File: config.mk
export PLATFORM = sky130hd
export DESIGN_NAME = column_predicate_filter
export DESIGN_NICKNAME = d
export VERILOG_FILES = /design/src/rtl/cfp_pkg.sv /design/src/rtl/cfp_front.sv /design/src/rtl/cfp_fifo.sv /design/src/rtl/cfp_back.sv /design/src/rtl/column_predicate_filter.sv
export VERILOG_INCLUDE_DIRS = /design/src /design/src/rtl
export SDC_FILE = /design/constraint.sdc
export NUM_CORES = 1
export LEC_CHECK = 0
export ABC_AREA = 0
export BUFFER_PORTS_ARGS = -buffer_cell sky130_fd_sc_hd__buf_2
export CAP_MARGIN = 0
export CORE_ASPECT_RATIO = 1.25
export CORE_MARGIN = 2
export CORE_UTILIZATION = 61
export CTS_CLUSTER_SIZE = 8
export DETAILED_ROUTE_END_ITERATION = 10
export PLACE_DENSITY_LB_ADDON = 0.3
export REMOVE_ABC_BUFFERS = 1
export SKIP_CTS_REPAIR_TIMING = 1
export SLEW_MARGIN = 30
export SYNTH_ARGS = -nofsm -noshare
export SYNTH_HDL_FRONTEND = slang
export SYNTH_SLANG_ARGS = --single-unit
File: constraint.sdc
create_clock -name clk -period 7.47 [get_ports clk]
set_input_delay 0.3735 -clock clk [delete_from_list [all_inputs] [get_ports clk]]
set_output_delay 0.3735 -clock clk [all_outputs]
set_load 0.02 [all_outputs]
File: src/rtl/assert_macros.svh
// Assertion macros used by the RTL file that checks its own logic.
`ifndef ASSERT_MACROS_SVH
`define ASSERT_MACROS_SVH

// The consequent must hold in the same cycle as the antecedent.
`define ASSERT_IMPLIES(label, clk, rst_n, ante, cons) \
    label: assert property (@(posedge clk) disable iff (!rst_n) (ante) |-> (cons)) \
        else $error("assertion failed");

// The consequent must hold in the cycle after the antecedent.
`define ASSERT_NEXT(label, clk, rst_n, ante, cons) \
    label: assert property (@(posedge clk) disable iff (!rst_n) (ante) |=> (cons)) \
        else $error("assertion failed");

`endif

File: src/rtl/cfp_pkg.sv
// Package with the codes and the queue item type of the column predicate filter.
`timescale 1ns / 1ps

package cfp_pkg;

    // Item function codes.
    localparam logic [2:0] FUNC_SCALAR_ROW = 3'd0;
    localparam logic [2:0] FUNC_STR_BYTE   = 3'd1;
    localparam logic [2:0] FUNC_STR_END    = 3'd2;
    localparam logic [2:0] FUNC_LOAD_CONST = 3'd3;
    localparam logic [2:0] FUNC_GROUP      = 3'd4;

    // Column types.
    localparam logic [1:0] COL_INT    = 2'd0;
    localparam logic [1:0] COL_DOUBLE = 2'd1;
    localparam logic [1:0] COL_STRING = 2'd2;

    // Comparison operators.
    localparam logic [2:0] OP_LT = 3'd0;
    localparam logic [2:0] OP_LE = 3'd1;
    localparam logic [2:0] OP_GT = 3'd2;
    localparam logic [2:0] OP_GE = 3'd3;
    localparam logic [2:0] OP_EQ = 3'd4;
    localparam logic [2:0] OP_NE = 3'd5;

    // String order so far.
    localparam logic [1:0] ORD_EQUAL   = 2'd0;
    localparam logic [1:0] ORD_LESS    = 2'd1;
    localparam logic [1:0] ORD_GREATER = 2'd2;

    // Configuration register indexes.
    localparam logic [2:0] REG_COLUMN_TYPE  = 3'd0;
    localparam logic [2:0] REG_COMPARE_OP   = 3'd1;
    localparam logic [2:0] REG_CONST_INT    = 3'd2;
    localparam logic [2:0] REG_CONST_DOUBLE = 3'd3;
    localparam logic [2:0] REG_CONST_LEN    = 3'd4;

    // Row item handed from the front to the back.
    typedef struct packed {
        logic        is_str;
        logic        is_null;
        logic [31:0] row;
        logic [63:0] value;
        logic [1:0]  ord;
    } row_item_t;

    // Comparison settings used by the back.
    typedef struct packed {
        logic [1:0]  col_kind;
        logic [2:0]  compare_op;
        logic [31:0] int_const;
        logic [63:0] const_double_bits;
    } cmp_cfg_t;

endpackage

File: src/rtl/cfp_front.sv
// Front part: accepts items, keeps row count, string order state and constant bytes.
`timescale 1ns / 1ps

module cfp_front
    import cfp_pkg::*;
#(
    parameter int MAX_CONST_LEN = 64
)
(
    input  logic            clk,
    input  logic            rst_n,
    input  logic            accept,
    input  logic [2:0]      func,
    input  logic [63:0]     value,
    input  logic [7:0]      data_byte,
    input  logic [5:0]      const_index,
    input  logic            is_null,
    input  logic [6:0]      const_len,
    output logic            push,
    output row_item_t       push_item,
    output logic [31:0]     rows_seen
);

    localparam int AW  = (MAX_CONST_LEN > 1) ? $clog2(MAX_CONST_LEN) : 1;
    localparam int BPW = $clog2(MAX_CONST_LEN + 1);
    localparam int PW  = (BPW > 7) ? BPW : 7;

    logic [31:0]    row_reg, row_next;
    logic [BPW-1:0] bp_reg, bp_next;
    logic [1:0]     ord_reg, ord_next;
    logic [7:0]     mem [MAX_CONST_LEN];
    logic [7:0]     rd_reg;
    logic           we;
    logic [AW-1:0]  waddr, raddr;
    logic           bp_in_len;
    logic           bp_below_max;
    logic [1:0]     end_ord;

    assign bp_below_max = bp_reg < BPW'(MAX_CONST_LEN);
    assign bp_in_len    = (PW'(bp_reg) < PW'(const_len)) && bp_below_max;

    // A row ending while still equal but short of the constant orders as less.
    assign end_ord = (ord_reg == ORD_EQUAL && bp_in_len) ? ORD_LESS : ord_reg;

    assign we    = accept && (func == FUNC_LOAD_CONST)
                   && (32'(const_index) < 32'(MAX_CONST_LEN));
    assign waddr = AW'(const_index);
    assign raddr = AW'(bp_next);

    // Next state of the counters and the string comparison.
    always_comb
    begin
        row_next = row_reg;
        bp_next  = bp_reg;
        ord_next = ord_reg;
        push     = 1'b0;
        push_item.is_str  = (func == FUNC_STR_END);
        push_item.is_null = is_null;
        push_item.row     = row_reg;
        push_item.value   = value;
        push_item.ord     = end_ord;
        if (accept)
        begin
            case (func)
                FUNC_SCALAR_ROW:
                begin
                    push     = 1'b1;
                    row_next = row_reg + 32'd1;
                end
                FUNC_STR_BYTE:
                begin
                    if (ord_reg == ORD_EQUAL)
                    begin
                        if (!bp_in_len)
                        begin
                            ord_next = ORD_GREATER;
                        end
                        else if (data_byte < rd_reg)
                        begin
                            ord_next = ORD_LESS;
                        end
                        else if (data_byte > rd_reg)
                        begin
                            ord_next = ORD_GREATER;
                        end
                    end
                    if (bp_below_max)
                    begin
                        bp_next = bp_reg + BPW'(1);
                    end
                end
                FUNC_STR_END:
                begin
                    push     = 1'b1;
                    row_next = row_reg + 32'd1;
                    bp_next  = '0;
                    ord_next = ORD_EQUAL;
                end
                FUNC_GROUP:
                begin
                    row_next = '0;
                    bp_next  = '0;
                    ord_next = ORD_EQUAL;
                end
                default:
                begin
                end
            endcase
        end
    end

    // Control state.
    always_ff @(posedge clk or negedge rst_n)
    begin
        if (!rst_n)
        begin
            row_reg <= '0;
            bp_reg  <= '0;
            ord_reg <= ORD_EQUAL;
        end
        else
        begin
            row_reg <= row_next;
            bp_reg  <= bp_next;
            ord_reg <= ord_next;
        end
    end

    // Constant byte memory; the read prefetches the byte at the next position.
    always_ff @(posedge clk)
    begin
        if (we)
        begin
            mem[waddr] <= data_byte;
        end
        if (we && waddr == raddr)
        begin
            rd_reg <= data_byte;
        end
        else
        begin
            rd_reg <= mem[raddr];
        end
    end

    assign rows_seen = row_reg;

endmodule

File: src/rtl/cfp_fifo.sv
// Two-entry queue of row items between the front and the back.
`timescale 1ns / 1ps

module cfp_fifo
    import cfp_pkg::*;
(
    input  logic      clk,
    input  logic      rst_n,
    input  logic      push,
    input  row_item_t push_item,
    input  logic      pop,
    output logic      full,
    output logic      not_empty,
    output row_item_t head,
    output logic [1:0] level
);

    row_item_t  slot_reg [2];
    logic       wr_reg, rd_reg;
    logic [1:0] count_reg;

    assign full      = count_reg == 2'd2;
    assign not_empty = count_reg != 2'd0;
    assign head      = slot_reg[rd_reg];
    assign level     = count_reg;

    // Pointers and fill level.
    always_ff @(posedge clk or negedge rst_n)
    begin
        if (!rst_n)
        begin
            wr_reg    <= 1'b0;
            rd_reg    <= 1'b0;
            count_reg <= 2'd0;
        end
        else
        begin
            if (push)
            begin
                wr_reg <= ~wr_reg;
            end
            if (pop)
            begin
                rd_reg <= ~rd_reg;
            end
            count_reg <= count_reg + 2'(push) - 2'(pop);
        end
    end

    // Item storage.
    always_ff @(posedge clk)
    begin
        if (push)
        begin
            slot_reg[wr_reg] <= push_item;
        end
    end

endmodule

File: src/rtl/cfp_back.sv
// Back part: compares each queued row item and presents the index of a matching row.
`timescale 1ns / 1ps

module cfp_back
    import cfp_pkg::*;
(
    input  logic        clk,
    input  logic        rst_n,
    input  cmp_cfg_t    cfg,
    input  logic        head_valid,
    input  row_item_t   head,
    output logic        pop,
    output logic        out_valid,
    input  logic        out_ready,
    output logic [31:0] row_index
);

    logic        out_valid_reg;
    logic [31:0] row_index_reg;
    logic        int_lt, int_eq;
    logic        a_nan, c_nan, both_zero;
    logic [63:0] a_key, c_key;
    logic        dbl_lt, dbl_eq, dbl_gt;
    logic        lt, eq, gt;
    logic        op_hit;
    logic        match;

    function automatic logic [63:0] order_key(input logic [63:0] b);
        order_key = b[63] ? ~b : {1'b1, b[62:0]};
    endfunction

    // Integer comparison.
    assign int_lt = $signed(head.value[31:0]) < $signed(cfg.int_const);
    assign int_eq = head.value[31:0] == cfg.int_const;

    // Double comparison through sign-magnitude order keys.
    assign a_nan     = (&head.value[62:52]) && (|head.value[51:0]);
    assign c_nan     = (&cfg.const_double_bits[62:52]) && (|cfg.const_double_bits[51:0]);
    assign both_zero = ~|head.value[62:0] && ~|cfg.const_double_bits[62:0];
    assign a_key     = order_key(head.value);
    assign c_key     = order_key(cfg.const_double_bits);
    assign dbl_eq    = !a_nan && !c_nan && (both_zero || a_key == c_key);
    assign dbl_lt    = !a_nan && !c_nan && !both_zero && a_key < c_key;
    assign dbl_gt    = !a_nan && !c_nan && !dbl_eq && !dbl_lt;

    // Select the order of the item and apply the operator.
    always_comb
    begin
        lt = 1'b0;
        eq = 1'b0;
        gt = 1'b0;
        if (head.is_str)
        begin
            lt = head.ord == ORD_LESS;
            eq = head.ord == ORD_EQUAL;
            gt = head.ord == ORD_GREATER;
        end
        else if (cfg.col_kind == COL_INT)
        begin
            lt = int_lt;
            eq = int_eq;
            gt = !int_lt && !int_eq;
        end
        else
        begin
            lt = dbl_lt;
            eq = dbl_eq;
            gt = dbl_gt;
        end
        case (cfg.compare_op)
            OP_LT:   op_hit = lt;
            OP_LE:   op_hit = lt || eq;
            OP_GT:   op_hit = gt;
            OP_GE:   op_hit = gt || eq;
            OP_EQ:   op_hit = eq;
            OP_NE:   op_hit = !eq;
            default: op_hit = 1'b0;
        endcase
    end

    // A row matches only if it is not null and its kind fits the column type.
    assign match = !head.is_null && op_hit
                   && (head.is_str ? (cfg.col_kind == COL_STRING)
                       : (cfg.col_kind == COL_INT || cfg.col_kind == COL_DOUBLE));

    assign pop = head_valid && (!out_valid_reg || out_ready);

    // Output register.
    always_ff @(posedge clk or negedge rst_n)
    begin
        if (!rst_n)
        begin
            out_valid_reg <= 1'b0;
        end
        else if (pop)
        begin
            out_valid_reg <= match;
        end
        else if (out_ready)
        begin
            out_valid_reg <= 1'b0;
        end
    end

    always_ff @(posedge clk)
    begin
        if (pop && match)
        begin
            row_index_reg <= head.row;
        end
    end

    assign out_valid = out_valid_reg;
    assign row_index = row_index_reg;

endmodule

File: src/rtl/column_predicate_filter.sv
// Top level of the column predicate filter: configuration registers and part wiring.
// An accepted item is registered in a queue slot, then a matching row's index in the output register.
// Throughput: one item per cycle while the queue is not full, for every item kind.
// The two-entry queue and the output register let each side stall on its own.
// Reset: asynchronous, active low; control and config registers return to reset values, compare_op to equal.
// The constant byte memory has no reset and holds garbage until loaded.
`timescale 1ns / 1ps
`include "assert_macros.svh"

module column_predicate_filter
    import cfp_pkg::*;
#(
    parameter int MAX_CONST_LEN = 64
)
(
    input  logic        clk,
    input  logic        rst_n,
    input  logic        in_valid,
    output logic        in_ready,
    input  logic [2:0]  func,
    input  logic [63:0] value,
    input  logic [7:0]  data_byte,
    input  logic [5:0]  const_index,
    input  logic        is_null,
    output logic        out_valid,
    input  logic        out_ready,
    output logic [31:0] row_index,
    input  logic        cfg_valid,
    output logic        cfg_ready,
    input  logic [2:0]  cfg_index,
    input  logic [63:0] cfg_data
);

    cmp_cfg_t    cfg_reg;
    logic [6:0]  const_len_reg;
    logic        accept;
    logic        push;
    row_item_t   push_item;
    logic        full;
    logic        not_empty;
    row_item_t   head;
    logic        pop;
    logic [1:0]  level;
    logic [31:0] rows_seen;

    assign cfg_ready = 1'b1;
    assign in_ready  = !full;
    assign accept    = in_valid && in_ready;

    // Configuration registers.
    always_ff @(posedge clk or negedge rst_n)
    begin
        if (!rst_n)
        begin
            cfg_reg.col_kind          <= COL_INT;
            cfg_reg.compare_op        <= OP_EQ;
            cfg_reg.int_const         <= '0;
            cfg_reg.const_double_bits <= '0;
            const_len_reg             <= '0;
        end
        else if (cfg_valid)
        begin
            case (cfg_index)
                REG_COLUMN_TYPE:  cfg_reg.col_kind          <= cfg_data[1:0];
                REG_COMPARE_OP:   cfg_reg.compare_op        <= cfg_data[2:0];
                REG_CONST_INT:    cfg_reg.int_const         <= cfg_data[31:0];
                REG_CONST_DOUBLE: cfg_reg.const_double_bits <= cfg_data;
                REG_CONST_LEN:    const_len_reg             <= cfg_data[6:0];
                default:
                begin
                end
            endcase
        end
    end

    cfp_front #(
        .MAX_CONST_LEN (MAX_CONST_LEN)
    ) u_front (
        .clk         (clk),
        .rst_n       (rst_n),
        .accept      (accept),
        .func        (func),
        .value       (value),
        .data_byte   (data_byte),
        .const_index (const_index),
        .is_null     (is_null),
        .const_len   (const_len_reg),
        .push        (push),
        .push_item   (push_item),
        .rows_seen   (rows_seen)
    );

    cfp_fifo u_fifo (
        .clk       (clk),
        .rst_n     (rst_n),
        .push      (push),
        .push_item (push_item),
        .pop       (pop),
        .full      (full),
        .not_empty (not_empty),
        .head      (head),
        .level     (level)
    );

    cfp_back u_back (
        .clk        (clk),
        .rst_n      (rst_n),
        .cfg        (cfg_reg),
        .head_valid (not_empty),
        .head       (head),
        .pop        (pop),
        .out_valid  (out_valid),
        .out_ready  (out_ready),
        .row_index  (row_index)
    );

    // The queue never holds more than two items.
    `ASSERT_IMPLIES(a_level_max, clk, rst_n, 1'b1, level <= 2'd2)
    // A group start clears the row counter.
    `ASSERT_NEXT(a_group_clear, clk, rst_n, accept && func == FUNC_GROUP, rows_seen == 32'd0)
    // A full queue takes no new item.
    `ASSERT_IMPLIES(a_full_stall, clk, rst_n, level == 2'd2, !in_ready)

endmodule
## Yosys cells after proc, flatten, opt, wreduce, memory -nomap -nowiden

Memories as Yosys holds them, arrays and structs flattened. A register that Yosys moved wholly into a read port is not among the register bits.
Cells that the tools add are included.

| storage, ports and cells | value |
|---|---|
| register bits | 186 |
| word-level logic and storage cells | 143 |
| RAM bits | 712 |
| bits of input ports | 154 |
| memories | 2 |
| output and inout bits | 35 |

Memory list:

| memory | words | bits a word | read ports | clocked after memory_dff | write ports | RTL line | source |
|---|---|---|---|---|---|---|---|
| u_front.mem | 64 | 8 | 1 | 1 | 1 | cfp_front.sv:31 | `logic [7:0] mem [MAX_CONST_LEN];` |
| u_fifo.slot_reg | 2 | 100 | 1 | 0 | 1 | cfp_fifo.sv:18 | `row_item_t slot_reg [2];` |

| cells by class | value |
|---|---|
| muxes and demuxes | 28 |
| add/sub/neg operators | 4 |
| reductions and logical operators | 62 |
| order comparisons | 6 |
| bitwise gates (word level) | 4 |
| equal/unequal tests | 23 |

Operators by type and width:

| operator | count |
|---|---|
| $mux W64 | 2 |
| $not A64 Y64 | 2 |
| $reduce_or A63 Y1 | 2 |
| $reduce_or A52 Y1 | 2 |
| $eq A64 B64 Y1 | 1 |
| $lt A64 B64 Y1 | 1 |
| $pmux W32 S2 | 1 |
| $add A32 B1 Y32 const B | 1 |
| $eq A32 B32 Y1 | 1 |
| $lt A32 B32 Y1 | 1 |
| $reduce_and A11 Y1 | 2 |
| $eq A3 B2 Y1 const B | 6 |
| $logic_and A1 B1 Y1 | 18 |
| $mux W1 | 15 |
| $pmux W7 S2 | 1 |
| $logic_not A1 Y1 | 13 |
| $eq A3 B3 Y1 const B | 4 |
| $reduce_and A2 Y1 | 6 |
| $mux W2 | 5 |
| $eq A3 B1 Y1 const B | 3 |
| $logic_not A3 Y1 | 3 |
| $gt A8 B8 Y1 | 1 |
| $lt A8 B8 Y1 | 1 |
| $reduce_bool A2 Y1 | 4 |
| 19 further kinds | 31 |

## Logic depth before layout (Yosys ltp)

An unclocked memory read counts as a cell.

| logic depth | value |
|---|---|
| depth after elaboration | 16 |
| depth in mapped cells | 16 |
| gate-level depth less buffers | 13 |

## Modules after synthesis

From an unflattened synthesis, not the netlist that was laid out.

| second synthesis, totals | value |
|---|---|
| cells, all modules | 2476 |
| area, all modules | 40583.9 µm² |

By module, submodules not included:

| module | area each (µm²) | cells an instance | instances | seq. area each (µm²) |
|---|---|---|---|---|
| cfp_front | 23487.5 | 1363 | 1 | 16520.8 |
| cfp_fifo | 7865.0 | 326 | 1 | 6105.9 |
| cfp_back | 4979.8 | 550 | 1 | 985.9 |
| column_predicate_filter | 4251.6 | 237 | 1 | 2703.8 |

## Worst setup path after synthesis

No wires, ideal clock.

| timing | value |
|---|---|
| path type | reg-to-reg |
| start point | reg u_fifo.count_reg[1] (netlist: u_fifo.level[1]) |
| end point | mem u_fifo.slot_reg[0][0] (netlist name) (enable) |
| required time | 6.910 ns |
| slack | 1.636 ns |
| arrival time | 5.275 ns |
| stages on the path, launching flop included | 6 |
| path buffers | 0 |
| period minus slack after synthesis | 5.834 ns |
| library setup time | 0.560 ns |
| path through | dfrtp_1 nand2b_1 nand2_1 nor3_1 inv_1 nor2_1 |

| on the way | value |
|---|---|
| cells in the longest elaborated chain, start to end | 6 |

Ends and longest elaborated chain:

| item | RTL line | source |
|---|---|---|
| start: declaration | cfp_fifo.sv:20 | `logic [1:0] count_reg;` |
| start signal: assignment | cfp_fifo.sv:46 | `count_reg <= count_reg + 2'(push) - 2'(pop);` |
| $eq A2 B2 Y1 | cfp_fifo.sv:22 | `assign full = count_reg == 2'd2;` |
| $logic_not A1 Y1 | column_predicate_filter.sv:47 | `assign in_ready = !full;` |
| net in_ready | column_predicate_filter.sv:19 | `output logic in_ready,` |
| $logic_and A1 B1 Y1 | column_predicate_filter.sv:48 | `assign accept = in_valid && in_ready;` |
| $mux W1 | cfp_front.sv:62 | `if (accept)` |
| $mux W1 | cfp_fifo.sv:53 | `if (push)` |
| $mux W1 (implied by the code) | cfp_fifo.sv:55 | `slot_reg[wr_reg] <= push_item;` |
| end: declaration | cfp_fifo.sv:18 |  |

The timed path passes the listed nets, and every way through them passes these cells.

## Worst setup path in the final report

| timing | value |
|---|---|
| start point | reg u_fifo.rd_reg |
| end point | reg u_back.row_index_reg[23] (netlist: u_back.row_index[23]) (enable) |

| on the way | value |
|---|---|
| cells in the longest elaborated chain, start to end | 16 |
| elaborated cells between the ends (all ways) | 45 |
| classes of those cells | order compare: 2; eq/ne: 4; mux: 9; bitwise: 1; reduce/logical: 28; memory: 1 |

Ends and longest elaborated chain:

| item | RTL line | source |
|---|---|---|
| start: declaration | cfp_fifo.sv:19 | `logic wr_reg, rd_reg;` |
| start signal: assignment | cfp_fifo.sv:44 | `rd_reg <= ~rd_reg;` |
| $mem_v2 Z2 W100 (*) | n/a |  |
| parallel branches: the longest is 13 deep, another holds $lt A64 B64 Y1 | n/a |  |
| $logic_and A1 B1 Y1 (*) | cfp_back.sv:83 | `&& (head.is_str ? (cfg.col_kind == COL_STRING)` |
| $logic_and A1 B1 Y1 (*) | cfp_back.sv:107 | `if (pop && match)` |
| end signal: assignment | cfp_back.sv:109 | `row_index_reg <= head.row;` |
| end: declaration | cfp_back.sv:19 | `logic [31:0] row_index_reg;` |

Every way passes the cells marked *.
A chain may end at the register's enable or synchronous reset.

==> impl_metrics.tcl <==
set metrics [dict create \
    cts.path.max_buffers 3 \
    setup_slack_of_the_critical_path_after_layout_ns 1.699 \
    fin_worst_skew_ns 0.02778 \
    worst_setup_path_start_kind "register" \
    status "complete, no violations" \
    clockRootBuffer "sky130_fd_sc_hd__clkbuf_16" \
    die-area_um2 65240 \
    first_pass_grt_wire_length_mm 139.0 \
    detail_route.drc_violations 0 \
    rsz0062_at_grt "no" \
    clk_transition_reported_paths_ns 0.05 \
    p_leak_nw 16.13 \
    timing.final.crit_share_pct 77.26 \
    min_path_type "primary input to register" \
    max_transition_margin_pct 34.89 \
    endpoint_kind "register" \
    timing_max_transition_violations_final 0 \
    worst_slew_pin_slew_ns 0.9766 \
    critical_path_arrival_ns 6.21 \
    cts_buffers 130 \
    synthesis.area_um2 38550 \
    worstPathMaxFanout 61 \
    clock_latency_on_the_worst_skew_pair_ns 0.70 \
    first_global_vias 23010 \
    detailedRoute.firstPassIterationCount 7 \
    postSynthRegisterBits 904 \
    synth-seq-area-share_pct 68.26 \
    synthToLayoutAreaGrowth_pct 17.90 \
    largest_register_ff_count 512 \
    hold_viol 0 \
    post_route_cells_drive_above_1_share_pct 25.00 \
    cellPowerDensity_nw_per_um2 331.7 \
    port-buffer-count 187 \
    maxCapViolations 0 \
    cells_after_synthesis 2263 \
    maximum_number_of_pins_on_one_net_before_global_route_repair 81 \
    dpl_worst_slack_ns 1.762 \
    fp.dieW_um 228.9 \
    clock_sink_count 904 \
    final_period_minus_worst_setup_slack_ns 5.771 \
    wl_per_cell_um 26.60 \
    postPlaceCellArea_um2 40510 \
    timing.hold.ws_ns 0.01612 \
    final_net_count 2917 \
    synthesized_area_per_cell_um2 17.04 \
    layout.cell_area.non_filler_um2 45460 \
    synthDistinctLibCells 57 \
    max-vdd-ir-drop_uv 295.5 \
    commonest_register_cell_after_synthesis "sky130_fd_sc_hd__edfxtp_1" \
    ys_warn_count 0 \
    floorplan.initialDensity_pct 61.30 \
    drt-vias-per-instance 6.281 \
    synth_edf_count 744 \
    async_flop_share_pct 17.04 \
    cts_tree "built" \
    rows 103 \
    post-dp-hpwl_mm 56.47 \
    antenna_found_initial 0 \
    timing.fmax_ghz 0.1733 \
    path_class "register to register" \
    ant_nets 0 \
    core_area_um2 62890 \
    drtIter0Drc 2107 \
    drt-total-wl_mm 94.34 \
    count_of_vias_placed_by_the_detailed_router 22270 \
    die_height_um 285.1 \
    globalRoute.totalOverflow 0 \
    setup_viol 0 \
    cts_htree_levels 4 \
    gp_congestion 0.8703 \
    io-pin-count 189 \
    required_ns 7.91 \
    gr-usage-all-layers_pct 28.71 \
]
## cells in the mapped netlist, drive strengths merged (8+ instances only)
library cell	instances	area, µm²
nor2	123	461.7
clkbuf	45	168.9
nor4	46	287.8
buf	47	212.7
a21o	33	247.7
inv	65	244.0
xor2	54	473.0
a21oi	43	215.2
nor2b	8	50.05
nand2	88	330.3
xnor2	103	902.1
nor3	20	100.1
mux4	168	3784
or3	9	56.30
mux2i	40	400.4
mux2	131	1475
edfxtp	744	22340
nand3	26	130.1
dfrtp	153	3829
ha	114	1426
o21ai	62	310.3
a211oi	9	67.56
nand4	50	312.8
## power breakdown
part,leakage (nW),switching (mW),internal (mW),total [mW]
Combinational,5.69,1.84,1.78,3.62
Clock,1.75,2.08,3.20,5.29
Sequential,8.70,0.386,5.79,6.17
## path summary, 6_finish.rpt
path,slack (ns),cells after the start,to,start
worst max-delay path,1.70,14,u_back.row_index[23],u_fifo.rd_reg
worst min-delay path,0.02,2,u_front.bp_reg[6],func[2]
worst max register to register,1.70,14,u_back.row_index[23],u_fifo.rd_reg
max in group asynchronous,5.80,3,u_fifo.rd_reg,rst_n
min in group asynchronous,0.31,2,cfg_reg[33],rst_n
worst min register to register,0.51,0,u_fifo.slot_reg[0][97],u_front.rows_seen[31]
## layer usage
metal / vias up / part of all wire, % / global-route usage, %
li1: 9588 / - / -
met1: 11280 / 36 / 34.26
met2: 1127 / 52 / 50.16
met3: 273 / 7.1 / 5.930
met4: 0 / 4.8 / 13.83
met5: - / 0 / 0
## critical path, cell delays in order (launching register included)
cell and delay, ns:
sky130_fd_sc_hd__dfrtp_4 0.88, sky130_fd_sc_hd__buf_4 0.85, sky130_fd_sc_hd__mux2_2 0.45, sky130_fd_sc_hd__xnor2_1 0.15
sky130_fd_sc_hd__ha_1 0.33, sky130_fd_sc_hd__nand4_1 0.12, sky130_fd_sc_hd__or2_2 0.36, sky130_fd_sc_hd__nor3_1 0.27
sky130_fd_sc_hd__nand4_1 0.25, sky130_fd_sc_hd__o211ai_1 0.27, sky130_fd_sc_hd__nand3_1 0.15, sky130_fd_sc_hd__xnor2_1 0.16
sky130_fd_sc_hd__a2111oi_2 0.51, sky130_fd_sc_hd__a31oi_4 0.38, sky130_fd_sc_hd__buf_16 0.27
## cell type report
cell class,count,area (µm²)
multi-input cells,1202,11680
well taps,840,1051
clock buffers,176,3468
repair buffers,346,2535
clock inverters,11,145.1
inverters,65,244.0
flip-flops and latches,904,26330
fillers,3668,17430
diodes,2,5.005
## per-stage QoR
step	TNS (ns)	power, mW	utilization (%)	std cells
final	0	15.08	72.28	3546
after detailed placement	0	9.758	64.42	3226
after global placement	0	9.602	64.38	3225
after global routing	0	15.69	72.27	3544
after floorplan	-136.24	8.901	-	2171
after CTS	0	15.06	70.17	3413
## cells by family after synthesis
family,count (synthesis),share of synthesized area (%)
DFF,904,68.26
and+or+nand+nor,413,5.319
muxes,339,14.68
AOI/OAI and AO/OA,178,2.846
xor gates and xnor gates,157,3.567
buffers and inverters,157,1.623
adders and majority gates,114,3.700
other,1,0.009726
## layout by cell type (no fill, tap or decap), types with 5 or more instances in the layout
master and n:
sky130_fd_sc_hd__mux4_2 168, sky130_fd_sc_hd__a21o_1 33, sky130_fd_sc_hd__a31oi_1 5, sky130_fd_sc_hd__o21ai_0 62, sky130_fd_sc_hd__nand2_1 88, sky130_fd_sc_hd__clkinv_8 5, sky130_fd_sc_hd__xor2_1 54, sky130_fd_sc_hd__inv_6 5
sky130_fd_sc_hd__xnor2_1 103, sky130_fd_sc_hd__nor2_1 121, sky130_fd_sc_hd__clkbuf_1 44, sky130_fd_sc_hd__inv_1 65, sky130_fd_sc_hd__buf_4 23, sky130_fd_sc_hd__nor4_1 46, sky130_fd_sc_hd__and4_1 6, sky130_fd_sc_hd__buf_2 186
sky130_fd_sc_hd__nor3_1 20, sky130_fd_sc_hd__a211oi_1 9, sky130_fd_sc_hd__nand3_1 25, sky130_fd_sc_hd__ha_1 114, sky130_fd_sc_hd__and3_1 7, sky130_fd_sc_hd__dfrtp_1 151, sky130_fd_sc_hd__nand2b_1 5, sky130_fd_sc_hd__nor2b_1 8
sky130_fd_sc_hd__mux2i_1 39, sky130_fd_sc_hd__edfxtp_1 744, sky130_fd_sc_hd__nand4_1 50, sky130_fd_sc_hd__a21oi_1 43, sky130_fd_sc_hd__clkbuf_16 132, sky130_fd_sc_hd__nand3b_1 5, sky130_fd_sc_hd__or3_1 9, sky130_fd_sc_hd__mux2_2 131
sky130_fd_sc_hd__dlygate4sd3_1 130
No activity file was read; power rests on OpenSTA's default activity.
